## config.mk

```make
export PLATFORM = sky130hd
export DESIGN_NAME = button_switch_debounce_fsm_core
export DESIGN_NICKNAME = d
export VERILOG_FILES = /design/src/sv/bsd_pkg.sv /design/src/sv/bsd_core.sv /design/src/sv/button_switch_debounce_fsm_core.sv
export SDC_FILE = /design/constraint.sdc
export NUM_CORES = 1
export LEC_CHECK = 0
export BUFFER_PORTS_ARGS = -buffer_cell sky130_fd_sc_hd__buf_2
export CORE_MARGIN = 2
export CORE_UTILIZATION = 40
export DETAILED_ROUTE_END_ITERATION = 12
export GPL_ROUTABILITY_DRIVEN = 0
export GPL_TIMING_DRIVEN = 0
export PLACE_DENSITY = 0.56
export SYNTH_ARGS = -nofsm -noshare
export SYNTH_HDL_FRONTEND = slang
export SYNTH_SLANG_ARGS = --single-unit
```

## constraint.sdc

```tcl
create_clock -name clk -period 4.46 [get_ports clk]
set_input_delay 0.446 -clock clk [delete_from_list [all_inputs] [get_ports clk]]
set_output_delay 0.446 -clock clk [all_outputs]
set_load 0.02 [all_outputs]
```

## src/sv/bsd_pkg.sv

```systemverilog
// Shared types and constants of the button/switch debouncer.
`default_nettype none
package bsd_pkg;

	typedef enum logic [1:0] {
		PH_IDLE         = 2'd0,
		PH_PRESS_LOCK   = 2'd1,
		PH_HELD         = 2'd2,
		PH_RELEASE_LOCK = 2'd3
	} phase_t;

	localparam logic [1:0] DEV_BUTTON = 2'd0;
	localparam logic [1:0] DEV_HOLD   = 2'd1;
	localparam logic [1:0] DEV_SWITCH = 2'd2;

	localparam logic CFG_DEVICE_TYPE   = 1'b0;
	localparam logic CFG_DEBOUNCE_TICKS = 1'b1;

	localparam int unsigned TICK_W = 16;
	localparam logic [TICK_W-1:0] TICK_MAX = '1;
	localparam logic [1:0] DEVICE_TYPE_RST = DEV_BUTTON;
	localparam logic [TICK_W-1:0] DEBOUNCE_TICKS_RST = 16'd100;

	typedef struct packed {
		logic [1:0]        device_type;
		logic [TICK_W-1:0] debounce_ticks;
	} cfg_t;

	typedef struct packed {
		logic pin_level;
		logic read_error;
		logic tick;
	} sample_t;

	typedef struct packed {
		logic   status;
		logic   ok;
		phase_t phase_out;
	} result_t;

endpackage
`default_nettype wire

```

## src/sv/bsd_core.sv

```systemverilog
// Debounce state registers and per-word phase update logic.
`default_nettype none
module bsd_core (
	input  wire logic             clk,
	input  wire logic             arst_n,
	input  wire logic             step,
	input  wire bsd_pkg::sample_t sample,
	input  wire bsd_pkg::cfg_t    cfg,
	output bsd_pkg::result_t      result
);

	bsd_pkg::phase_t                   phase_q, phase_d;
	logic                              status_q, status_d;
	logic [bsd_pkg::TICK_W-1:0]        elapsed_q, elapsed_d, elapsed_inc;
	logic                              ok;
	logic                              is_btn;

	always_comb begin
		is_btn = (cfg.device_type == bsd_pkg::DEV_BUTTON) ||
			(cfg.device_type == bsd_pkg::DEV_HOLD);
		elapsed_inc = (sample.tick && (elapsed_q != bsd_pkg::TICK_MAX)) ?
			elapsed_q + 1'b1 : elapsed_q;
		phase_d   = phase_q;
		status_d  = status_q;
		elapsed_d = elapsed_q;
		ok        = 1'b1;
		case (phase_q)
			bsd_pkg::PH_IDLE: begin
				if (sample.read_error) begin
					ok = 1'b0;
				end else if (!sample.pin_level) begin
					if (is_btn) begin
						elapsed_d = '0;
						phase_d   = bsd_pkg::PH_PRESS_LOCK;
						status_d  = (cfg.device_type == bsd_pkg::DEV_BUTTON) ?
							1'b1 : ~status_q;
					end else if (cfg.device_type == bsd_pkg::DEV_SWITCH) begin
						status_d = 1'b1;
						phase_d  = bsd_pkg::PH_HELD;
					end
				end
			end
			bsd_pkg::PH_HELD: begin
				if (sample.read_error) begin
					ok = 1'b0;
				end else if (sample.pin_level) begin
					if (is_btn) begin
						elapsed_d = '0;
						phase_d   = bsd_pkg::PH_RELEASE_LOCK;
						if (cfg.device_type == bsd_pkg::DEV_BUTTON) begin
							status_d = 1'b0;
						end
					end else if (cfg.device_type == bsd_pkg::DEV_SWITCH) begin
						status_d = 1'b0;
						phase_d  = bsd_pkg::PH_IDLE;
					end
				end
			end
			default: begin
				elapsed_d = elapsed_inc;
				if (elapsed_inc > cfg.debounce_ticks) begin
					phase_d = (phase_q == bsd_pkg::PH_PRESS_LOCK) ?
						bsd_pkg::PH_HELD : bsd_pkg::PH_IDLE;
				end
			end
		endcase
		result.status    = status_d;
		result.ok        = ok;
		result.phase_out = phase_d;
	end

	always_ff @(posedge clk or negedge arst_n) begin
		if (!arst_n) begin
			phase_q   <= bsd_pkg::PH_IDLE;
			status_q  <= 1'b0;
			elapsed_q <= '0;
		end else if (step) begin
			phase_q   <= phase_d;
			status_q  <= status_d;
			elapsed_q <= elapsed_d;
		end
	end

endmodule
`default_nettype wire

```

## src/sv/button_switch_debounce_fsm_core.sv

```systemverilog
// Top level of the button/switch debouncer: input stage, state core, output register.
//
// Qualifies one active-low pin, one sample word at a time, as a momentary button,
// a toggling hold-button or a level switch, with a lockout after each button press or
// release until its count of timer ticks passes debounce_ticks. One word is taken every
// clock unless the input stalls; each word gives exactly one result word. The rate is
// set by the phase/status/elapsed registers in bsd_core, which update once per word
// from shallow compare and increment logic. The input stage keeps accepting while a
// result waits on m_tready, until both the input and output registers are full.
`default_nettype none
module button_switch_debounce_fsm_core (
	input  wire logic        clk,
	input  wire logic        arst_n,
	input  wire logic        s_tvalid,
	output logic             s_tready,
	input  wire logic [7:0]  s_tdata,   // pin_level, read_error, tick, zero fill
	output logic             m_tvalid,
	input  wire logic        m_tready,
	output logic [7:0]       m_tdata,   // status, ok, phase_out[1:0], zero fill
	input  wire logic        cfg_we,
	input  wire logic        cfg_index,
	input  wire logic [15:0] cfg_data
);

	bsd_pkg::cfg_t    cfg_q;
	bsd_pkg::sample_t sample_s1;
	logic             valid_s1;
	bsd_pkg::result_t result;
	bsd_pkg::result_t result_s2;
	logic             valid_s2;
	logic             advance;

	always_ff @(posedge clk or negedge arst_n) begin
		if (!arst_n) begin
			cfg_q.device_type    <= bsd_pkg::DEVICE_TYPE_RST;
			cfg_q.debounce_ticks <= bsd_pkg::DEBOUNCE_TICKS_RST;
		end else if (cfg_we) begin
			case (cfg_index)
				bsd_pkg::CFG_DEVICE_TYPE:    cfg_q.device_type    <= cfg_data[1:0];
				bsd_pkg::CFG_DEBOUNCE_TICKS: cfg_q.debounce_ticks <= cfg_data;
				default: ;
			endcase
		end
	end

	assign advance  = valid_s1 && (!valid_s2 || m_tready);
	assign s_tready = !valid_s1 || advance;

	always_ff @(posedge clk or negedge arst_n) begin
		if (!arst_n) begin
			valid_s1 <= 1'b0;
		end else if (s_tready) begin
			valid_s1 <= s_tvalid;
		end
	end

	always_ff @(posedge clk) begin
		if (s_tready && s_tvalid) begin
			sample_s1.pin_level  <= s_tdata[0];
			sample_s1.read_error <= s_tdata[1];
			sample_s1.tick       <= s_tdata[2];
		end
	end

	bsd_core u_core (
		.clk    (clk),
		.arst_n (arst_n),
		.step   (advance),
		.sample (sample_s1),
		.cfg    (cfg_q),
		.result (result)
	);

	always_ff @(posedge clk or negedge arst_n) begin
		if (!arst_n) begin
			valid_s2 <= 1'b0;
		end else if (advance) begin
			valid_s2 <= 1'b1;
		end else if (m_tready) begin
			valid_s2 <= 1'b0;
		end
	end

	always_ff @(posedge clk) begin
		if (advance) begin
			result_s2 <= result;
		end
	end

	assign m_tvalid = valid_s2;
	assign m_tdata  = {4'b0000, result_s2.phase_out, result_s2.ok, result_s2.status};

	a_no_needless_stall: assert property (@(posedge clk) disable iff (!arst_n)
		!s_tready |-> (valid_s1 && valid_s2 && !m_tready))
		else $error("input stalled with room in the pipeline");

	a_step_gives_result: assert property (@(posedge clk) disable iff (!arst_n)
		advance |=> m_tvalid)
		else $error("processed word produced no result");

	a_err_only_when_reading: assert property (@(posedge clk) disable iff (!arst_n)
		(m_tvalid && !m_tdata[1]) |->
			(m_tdata[3:2] == bsd_pkg::PH_IDLE || m_tdata[3:2] == bsd_pkg::PH_HELD))
		else $error("read error reported during a lockout");

endmodule
`default_nettype wire
```

* Word level (Yosys, flattened, before mapping) *
Cells that the tools add are included.

storage, ports and cells
  bits in registers = 46
  input port bits = 30
  output and inout port bits = 10
  logic and storage cells = 73

cells by class
  $add $sub $neg = 1
  order comparisons = 1
  equal/unequal tests = 9
  multiplexer cells = 32
  bitwise gates (word level) = 2
  reduce and logical (&&, ||, !) cells = 15

operators with widths
  operator               number
  $mux 16                6
  $pmux 16 s2            1
  $mux 2                 10
  $add 16x1->16 const B  1
  $gt 16x16->1           1
  $ne 16x16->1 const B   1
  $mux 1                 13
  $ne 2x2->1 const B     4
  $reduce_and 5->1       1
  $eq 2x1->1 const B     2
  $eq 2x2->1 const B     2
  $logic_not 2->1        2
  $pmux 2 s2             1
  $reduce_and 2->1       2
  $logic_and 1x1->1      3
  $logic_or 1x1->1       3
  $logic_not 1->1        2
  $not 1->1              2
  $pmux 1 s2             1
  $reduce_bool 2->1      1
  $reduce_or 2->1        1

* Longest topological paths before layout *
Gate-level depths: netlist of run 1.

  depth in word-level cells = 6
  depth in mapped cells = 14
  mapped depth without buffers = 13

* Modules after synthesis *
Synthesis of run 1 repeated with hierarchy kept, for this count alone.

second synthesis, totals
  cell total of the unflattened synthesis = 299
  area, all modules = 2,960.3 um2

by module, submodules not included
  module                           instances  cells each  area each (um2)  sequential area each (um2)
  bsd_core                         1          240         1,909.3          475.5
  button_switch_debounce_fsm_core  1          59          1,051.0          714.4

* Least setup slack after synthesis of run 1 *
OpenSTA, ideal clock, no wires.

  kind = register to register
  start = reg u_core.elapsed_q[0] in the netlist's numbering
  end = reg u_core.phase_q[0]
  library setup time = 121 ps
  data arrival time = 3,214 ps
  data required time = 4,339 ps
  path slack = 1,125 ps
  stages on the path, launching flop included = 15
  buffers on the path = 1
  cells stage by stage = dfrtp_1 ha_1 nand3_1 nor3_2 or3_1 buf_2 nor2_2 xor2_1 ha_1 nand2_1 or4_4 a21oi_2 a2111oi_1 or3_1 a22o_1

on the way
  word-level cells in the longest chain between the ends = 6
  elaborated cells on any way between the ends = 7
  those cells by class = add/sub: 1; order compare: 1; eq/ne: 1; mux: 3; reduce/logical: 1

RTL lines
  what                                                   RTL line        source
  start: declaration                                     bsd_core.sv:14  logic [bsd_pkg::TICK_W-1:0] elapsed_q, elapsed_d, elapsed_inc;
  start signal: assignment                               bsd_core.sv:80  elapsed_q <= elapsed_d;
  branches (longest 2 deep; another with $add 16x1->16)  n/a
  $mux 16 *                                              bsd_core.sv:21  elapsed_inc = (sample.tick && (elapsed_q != bsd_pkg::TICK_MAX)) ?
  $gt 16x16->1 *                                         bsd_core.sv:61  if (elapsed_inc > cfg.debounce_ticks) begin
  $mux 2 *                                               bsd_core.sv:61
  $pmux 2 s2 *                                           bsd_core.sv:27  case (phase_q)
  end signal: assignment                                 bsd_core.sv:74  phase_q <= bsd_pkg::PH_IDLE;
  end signal: assignment                                 bsd_core.sv:78  phase_q <= phase_d;
  end: declaration                                       bsd_core.sv:12  bsd_pkg::phase_t phase_q, phase_d;

Mark *: on every way between the ends.
A chain may end at the register's enable or synchronous reset.

==> flow_summary.toml, run 1 <==
[run_status]
outcome = "finished, final reports clean"

[layout]
n_fill_cell = 664
nNetsFinal = 373
drive_gt1_share_pct = 23.9
instances_no_fill = 423
antenna_cells = 0
area_growth_pct = 13.5

[yosys]
synthAdderAreaFrac_pct = 7.61
async_reset_ff_share_pct = 84.8
yosysWarnings = 0
synth_edf_count = 7
yosys.area.top_type = "dfrtp_1"
yosys.area_share.simple_pct = 15.9
ys_types = 46
yosys-top-cells-area = "dfrtp_1, mux2_2, ha_1"
ys_seq_area_share_pct = 42.6
synth_top_family_by_area = "simple AND/OR/NAND/NOR gates"
synth_ff_type = "dfrtp_1"
post_synth_xor_area_fraction_pct = 4.70
synth_most_common_cell = "dfrtp_1"
yosys-top-cells-count = "dfrtp_1, nand2_1, inv_1"
netlist_instances = 286
synth-compound-area-share_pct = 11.4
synth_seq_cells = 46
synthesis.area_mm2 = 0.00279
syn_area_per_cell_um2 = 9.77
synth.top_cell.area_share_pct = 32.2
synth_mux_area_share_pct = 12.0

[critical_path]
setup.worst_path.class = "reg2reg"
endpoint_kind = "flop"
crit_fanout = 6
reg2reg_from = "u_core.elapsed_q[0]"
arrival_ns = 3.95
required_ns = 4.51
crit_path_start_kind = "flop"
crit_start = "u_core.elapsed_q[0]"
r2r_cells = 13

[clock_tree]
cts_resized = 0
numCtsBuffers = 5
cts.path.max_buffers = 2
cts_root_buffer = "clkbuf_8"
cts_setup_buffers = 0
numClockSinks = 46
h-tree-depth = 2
cts_tree = "yes"
path_clk_slew_ns = 0.09
hold_buffers = 0
worstSkewPairLatency_ns = 0.31

[drt]
drt-initial-drc-count = 125
wl_per_cell_um = 13.4
drt-total-wl_um = 5660
dr.pass1.iters = 4
drc = 0
via_per_inst = 5.00
final_antenna_net_count = 0
vias = 2115

[hold_path]
hp-class = "in2async"

[die]
die_x_um = 87.6
initial_utilization_pct = 41.1
dieArea_mm2 = 0.00767
core.rowCount = 30
core_area_mm2 = 0.00679
die_y_um = 87.6
io_pins = 40

[sta]
max_freq_mhz = 256
fin_crit_ns = 3.90
finalMaxSlewViolations = 0
finClkSkew_ns = 0.0120
slew_headroom_pct = 35.2
finalSetupTns_ns = 0
worstMarginPinSlew_ns = 0.969
finalSetupViolCount = 0
hold_viol_final = 0
rsz0062_at_grt = "no"
finalCritPeriodShare_pct = 87.5

[global_routing]
grt_max_degree = 40
grt_pass1_vias = 2082
grt_pass1_wl_um = 9780
antenna_found_initial = 0
grt.total_usage_pct = 16.5
overflow = 0

[power_and_ir_drop]
p_leak_uw = 0.00151
ir_drop_uv = 237
p_per_area_mw_per_mm2 = 396

[placement]
place_hpwl_um = 4240
port_buffers = 30
dp.cells = 415

[run]
maxCapViolCount = 0
[cell usage in the layout (no fill, tap or decap), types with 2 or more instances in the layout]
| master | n |
|---|---|
| nor2b_1 | 3 |
| dfstp_2 | 3 |
| nand4_1 | 9 |
| a21o_1 | 3 |
| xor2_1 | 4 |
| buf_2 | 37 |
| or3_1 | 3 |
| inv_1 | 21 |
| o21ai_1 | 2 |
| nor3_1 | 5 |
| a22oi_1 | 2 |
| dfrtp_1 | 36 |
| nand3_1 | 5 |
| nor2_1 | 19 |
| nor2_2 | 2 |
| o211ai_1 | 2 |
| a22o_1 | 5 |
| edfxtp_1 | 7 |
| mux2_2 | 19 |
| nand2b_1 | 2 |
| buf_4 | 4 |
| clkbuf_1 | 4 |
| mux2i_1 | 12 |
| a31oi_1 | 2 |
| a21oi_1 | 8 |
| xnor2_1 | 11 |
| o21ai_0 | 17 |
| conb_1 | 4 |
| nand2_1 | 34 |
| and3_1 | 2 |
| clkbuf_8 | 6 |
| ha_1 | 17 |
[sequential cells by signal, indices dropped and copies added (netlist names)]
register / cells
cfg_q: 18
m_tdata: 4
m_tvalid: 1
sample_s1: 3
u_core.elapsed_q: 16
u_core.phase_q: 2
u_core.status_q: 1
valid_s1: 1
[metrics by stage]
step | area (µm²) | utilization (%) | hold WS, ns | worst slack, ns | total power [µW]
5_1_grt | 3170 | 46.7 | 0.290 | 0.153 | 1360
2_1_floorplan | 2810 | - | 0.150 | 1.13 | 874
4_1_cts | 3170 | 46.7 | 0.299 | 0.501 | 1270
6_report | 3170 | 46.7 | 0.273 | 0.557 | 1260
3_3_place_gp | 3080 | 45.3 | 0.490 | 0.551 | 984
3_5_place_dp | 3080 | 45.3 | 0.493 | 0.520 | 993
[logic make-up (layout without fill, tap and decap cells)]
kind of cell    count (synthesis)  in the layout
compound gates                 49             49
xor+xnor                       15             15
fa+ha+maj                      17             17
buf+inv                        36             74
flops                          46             46
mux                            31             31
other cells                     1              4
simple gates                   91             91
[final cells by class]
class / instances / area, µm² / area share [%]
Inverter: 21 / 78.8 / 2.49
Clock inverter: 2 / 12.5 / 0.395
Buffer: 15 / 80.1 / 2.53
Sequential cell: 46 / 1190 / 37.5
Clock buffer: 6 / 82.6 / 2.60
Tap cell: 96 / 120 / 3.79
Multi-Input combinational cell: 207 / 1460 / 45.9
Timing Repair Buffer: 30 / 150 / 4.74
[path summary, 6_finish.rpt]
kind | to | slack, ns
max in group asynchronous | u_core.elapsed_q[10] | 3.61
hold / removal | u_core.elapsed_q[14] | 0.27
setup reg to reg | m_tdata[3] | 0.56
hold reg to reg | cfg_q[15] | 0.51
min in group clk | sample_s1[2] | 0.30
setup / recovery | m_tdata[3] | 0.56
[per-layer routing]
| layer | track usage, % | up-vias | wire length (µm) |
|---|---|---|---|
| met5 | 0 | - | 0 |
| met4 | 3.22 | 0 | 38 |
| met3 | 4.24 | 4 | 177 |
| met2 | 28.4 | 33 | 2710 |
| met1 | 21.2 | 1005 | 2730 |
| li1 | - | 1073 | - |
[where the power goes]
| group | total, µW | switching, µW | internal, µW |
|---|---|---|---|
| Combinational | 413 | 240 | 173 |
| Sequential | 571 | 69.8 | 501 |
| Clock | 273 | 148 | 125 |
| Total | 1260 | 458 | 799 |
[worst max-delay path, cell delays in order, from the launching register on]
cell       delay [ns]
dfrtp_1          0.47
ha_1             0.29
nand3_1          0.15
nor3_2           0.09
a21oi_1          0.39
nand3_1          0.20
xnor2_1          0.16
ha_1             0.31
a21oi_1          0.15
o21a_1           0.14
o211ai_1         0.10
a2111oi_1        0.91
or3_1            0.21
a31oi_1          0.08
Power figures use the tool's default switching activity.
==> inputs of run 2 (changes only) <==
--- a/config.mk
+++ b/config.mk
@@ -7,11 +7,11 @@
 export LEC_CHECK = 0
 export BUFFER_PORTS_ARGS = -buffer_cell sky130_fd_sc_hd__buf_2
 export CORE_MARGIN = 2
-export CORE_UTILIZATION = 40
+export CORE_UTILIZATION = 50
 export DETAILED_ROUTE_END_ITERATION = 12
 export GPL_ROUTABILITY_DRIVEN = 0
 export GPL_TIMING_DRIVEN = 0
-export PLACE_DENSITY = 0.56
+export PLACE_DENSITY = 0.68
 export SYNTH_ARGS = -nofsm -noshare
 export SYNTH_HDL_FRONTEND = slang
 export SYNTH_SLANG_ARGS = --single-unit
==> flow_summary.toml, run 2 (synthesis results as in run 1) <==
[die]
die_x_um = 78.8
core_area_mm2 = 0.00544
dieArea_mm2 = 0.00620
core.rowCount = 27
io_pins = 40
initial_utilization_pct = 51.4
die_y_um = 78.8

[sta]
slew_headroom_pct = 34.3
finalCritPeriodShare_pct = 89.0
finalSetupViolCount = 0
finClkSkew_ns = 0.00414
max_freq_mhz = 252
rsz0062_at_grt = "no"
finalSetupTns_ns = 0
finalMaxSlewViolations = 0
hold_viol_final = 0
fin_crit_ns = 3.97
worstMarginPinSlew_ns = 0.984

[layout]
instances_no_fill = 399
final_util_pct = 58.1
n_fill_cell = 491
area_growth_pct = 13.2
nNetsFinal = 373
regMostFlops = "cfg_q"
drive_gt1_share_pct = 23.9
seq_area_mm2 = 0.00119
antenna_cells = 0
multi_input_area_mm2 = 0.00146
largest_reg_flops = 18
layout_commonest_cell = "buf_2"
final_cell_mix = "buf_2, dfrtp_1, nand2_1, inv_1"

[critical_path]
r2r_slack_ns = 0.49
required_ns = 4.61
crit_family = "compound AO/OA/AOI/OAI gates"
cp_num_buf_inv = 0
crit_fanout = 6
cp_cell_sequence = "ha_1, nand3_1, nor3_2, a21oi_1, nand3_1, xnor2_1, ha_1, a21oi_1, o21a_1, o211ai_1, a2111oi_1, o21ai_0, a31oi_1"
arrival_ns = 4.12
slowest_delay_ns = 0.92
reg2reg_from = "u_core.elapsed_q[0]"
r2r_end = "m_tdata[3]"
crit_path_start_kind = "flop"
r2r_cells = 13
critPathSlowestCell = "a2111oi_1"
setup.worst_path.class = "reg2reg"
endpoint_kind = "flop"

[global_routing]
grt_max_degree = 40
overflow = 0
grt_pass1_vias = 2044
grt.total_usage_pct = 19.7
grt_pass1_wl_um = 9430
antenna_found_initial = 0

[placement]
place_hpwl_um = 4060
port_buffers = 30
dp.cells = 391

[power_and_ir_drop]
ir_drop_uv = 326
power_uw = 1310
power.share.switching_pct = 34.5
clkPwrFrac_pct = 24.9
comb_power_share_pct = 31.5
power_frac_seq_pct = 43.5
net-switching-power_uw = 450
p_leak_uw = 0.00152
p_int_uw = 856
p_per_area_mw_per_mm2 = 413

[clock_tree]
path_clk_slew_ns = 0.09
cts_root_buffer = "clkbuf_8"
cts_resized = 0
cts_setup_buffers = 0
h-tree-depth = 2
numClockSinks = 46
worstSkewPairLatency_ns = 0.30
numCtsBuffers = 5
cts_tree = "yes"
hold_buffers = 0
cts.path.max_buffers = 2

[run_status]
outcome = "finished, final reports clean"

[drt]
via_per_inst = 5.27
drc = 0
drt-total-wl_um = 5410
wl_per_cell_um = 13.5
drt-initial-drc-count = 128
final_antenna_net_count = 0
dr.pass1.iters = 4
vias = 2101

[hold_path]
hp-class = "in2async"

[run]
maxCapViolCount = 0
-- run 2: cell type report --
| class | instances | share of cell area, % |
|---|---|---|
| clock buffer | 7 | 2.73 |
| inverter | 21 | 2.49 |
| timing repair buffer | 30 | 4.75 |
| tap | 72 | 2.85 |
| sequential | 46 | 37.6 |
| clock inverter | 1 | 0.950 |
| buffer | 15 | 2.53 |
| multi-input combinational | 207 | 46.1 |
-- run 2: power by group through the flow --
stage	logic (µW)	registers [µW]	clock network, µW
5_1_grt	469	581	351
4_1_cts	414	568	330
3_3_place_gp	404	573	0
2_1_floorplan	303	570	0
3_5_place_dp	413	576	0
6_report	412	569	326
-- run 2: worst register-to-register path, cell delays in order, from the launching register on --
cell       delay (ns)
dfrtp_1          0.47
ha_1             0.28
nand3_1          0.15
nor3_2           0.09
a21oi_1          0.39
nand3_1          0.20
xnor2_1          0.22
ha_1             0.30
a21oi_1          0.14
o21a_1           0.15
o211ai_1         0.11
a2111oi_1        0.92
o21ai_0          0.22
a31oi_1          0.20
-- run 2: how the worst max path moves through the flow --
| stage | end | depth (start not counted) | from | slack (ns) |
|---|---|---|---|---|
| 2_1_floorplan | u_core.phase_q[0] | 14 | u_core.elapsed_q[0] | 1.13 |
| 5_1_grt | m_tdata[3] | 13 | u_core.elapsed_q[0] | 0.23 |
| 3_3_place_gp | m_tdata[3] | 13 | u_core.elapsed_q[0] | 0.60 |
| 3_5_place_dp | m_tdata[3] | 13 | u_core.elapsed_q[0] | 0.55 |
| 6_report | m_tdata[3] | 13 | u_core.elapsed_q[0] | 0.49 |
| 4_1_cts | m_tdata[3] | 13 | u_core.elapsed_q[0] | 0.52 |
-- run 2: layer usage --
layer	track usage, %	vias to the layer above	routed length [µm]
met1	25.6	991	2590
met2	33.4	30	2570
met3	4.43	5	187
met4	4.74	0	55
li1	-	1075	-
met5	0	-	0
-- run 2: stage by stage --
stage	hold WS (ns)	setup slack [ns]	area [µm²]
after floorplan	0.150	1.13	2810
after global placement	0.489	0.600	3050
after detailed placement	0.493	0.547	3050
after CTS	0.307	0.524	3160
after global routing	0.295	0.225	3160
final	0.265	0.490	3160
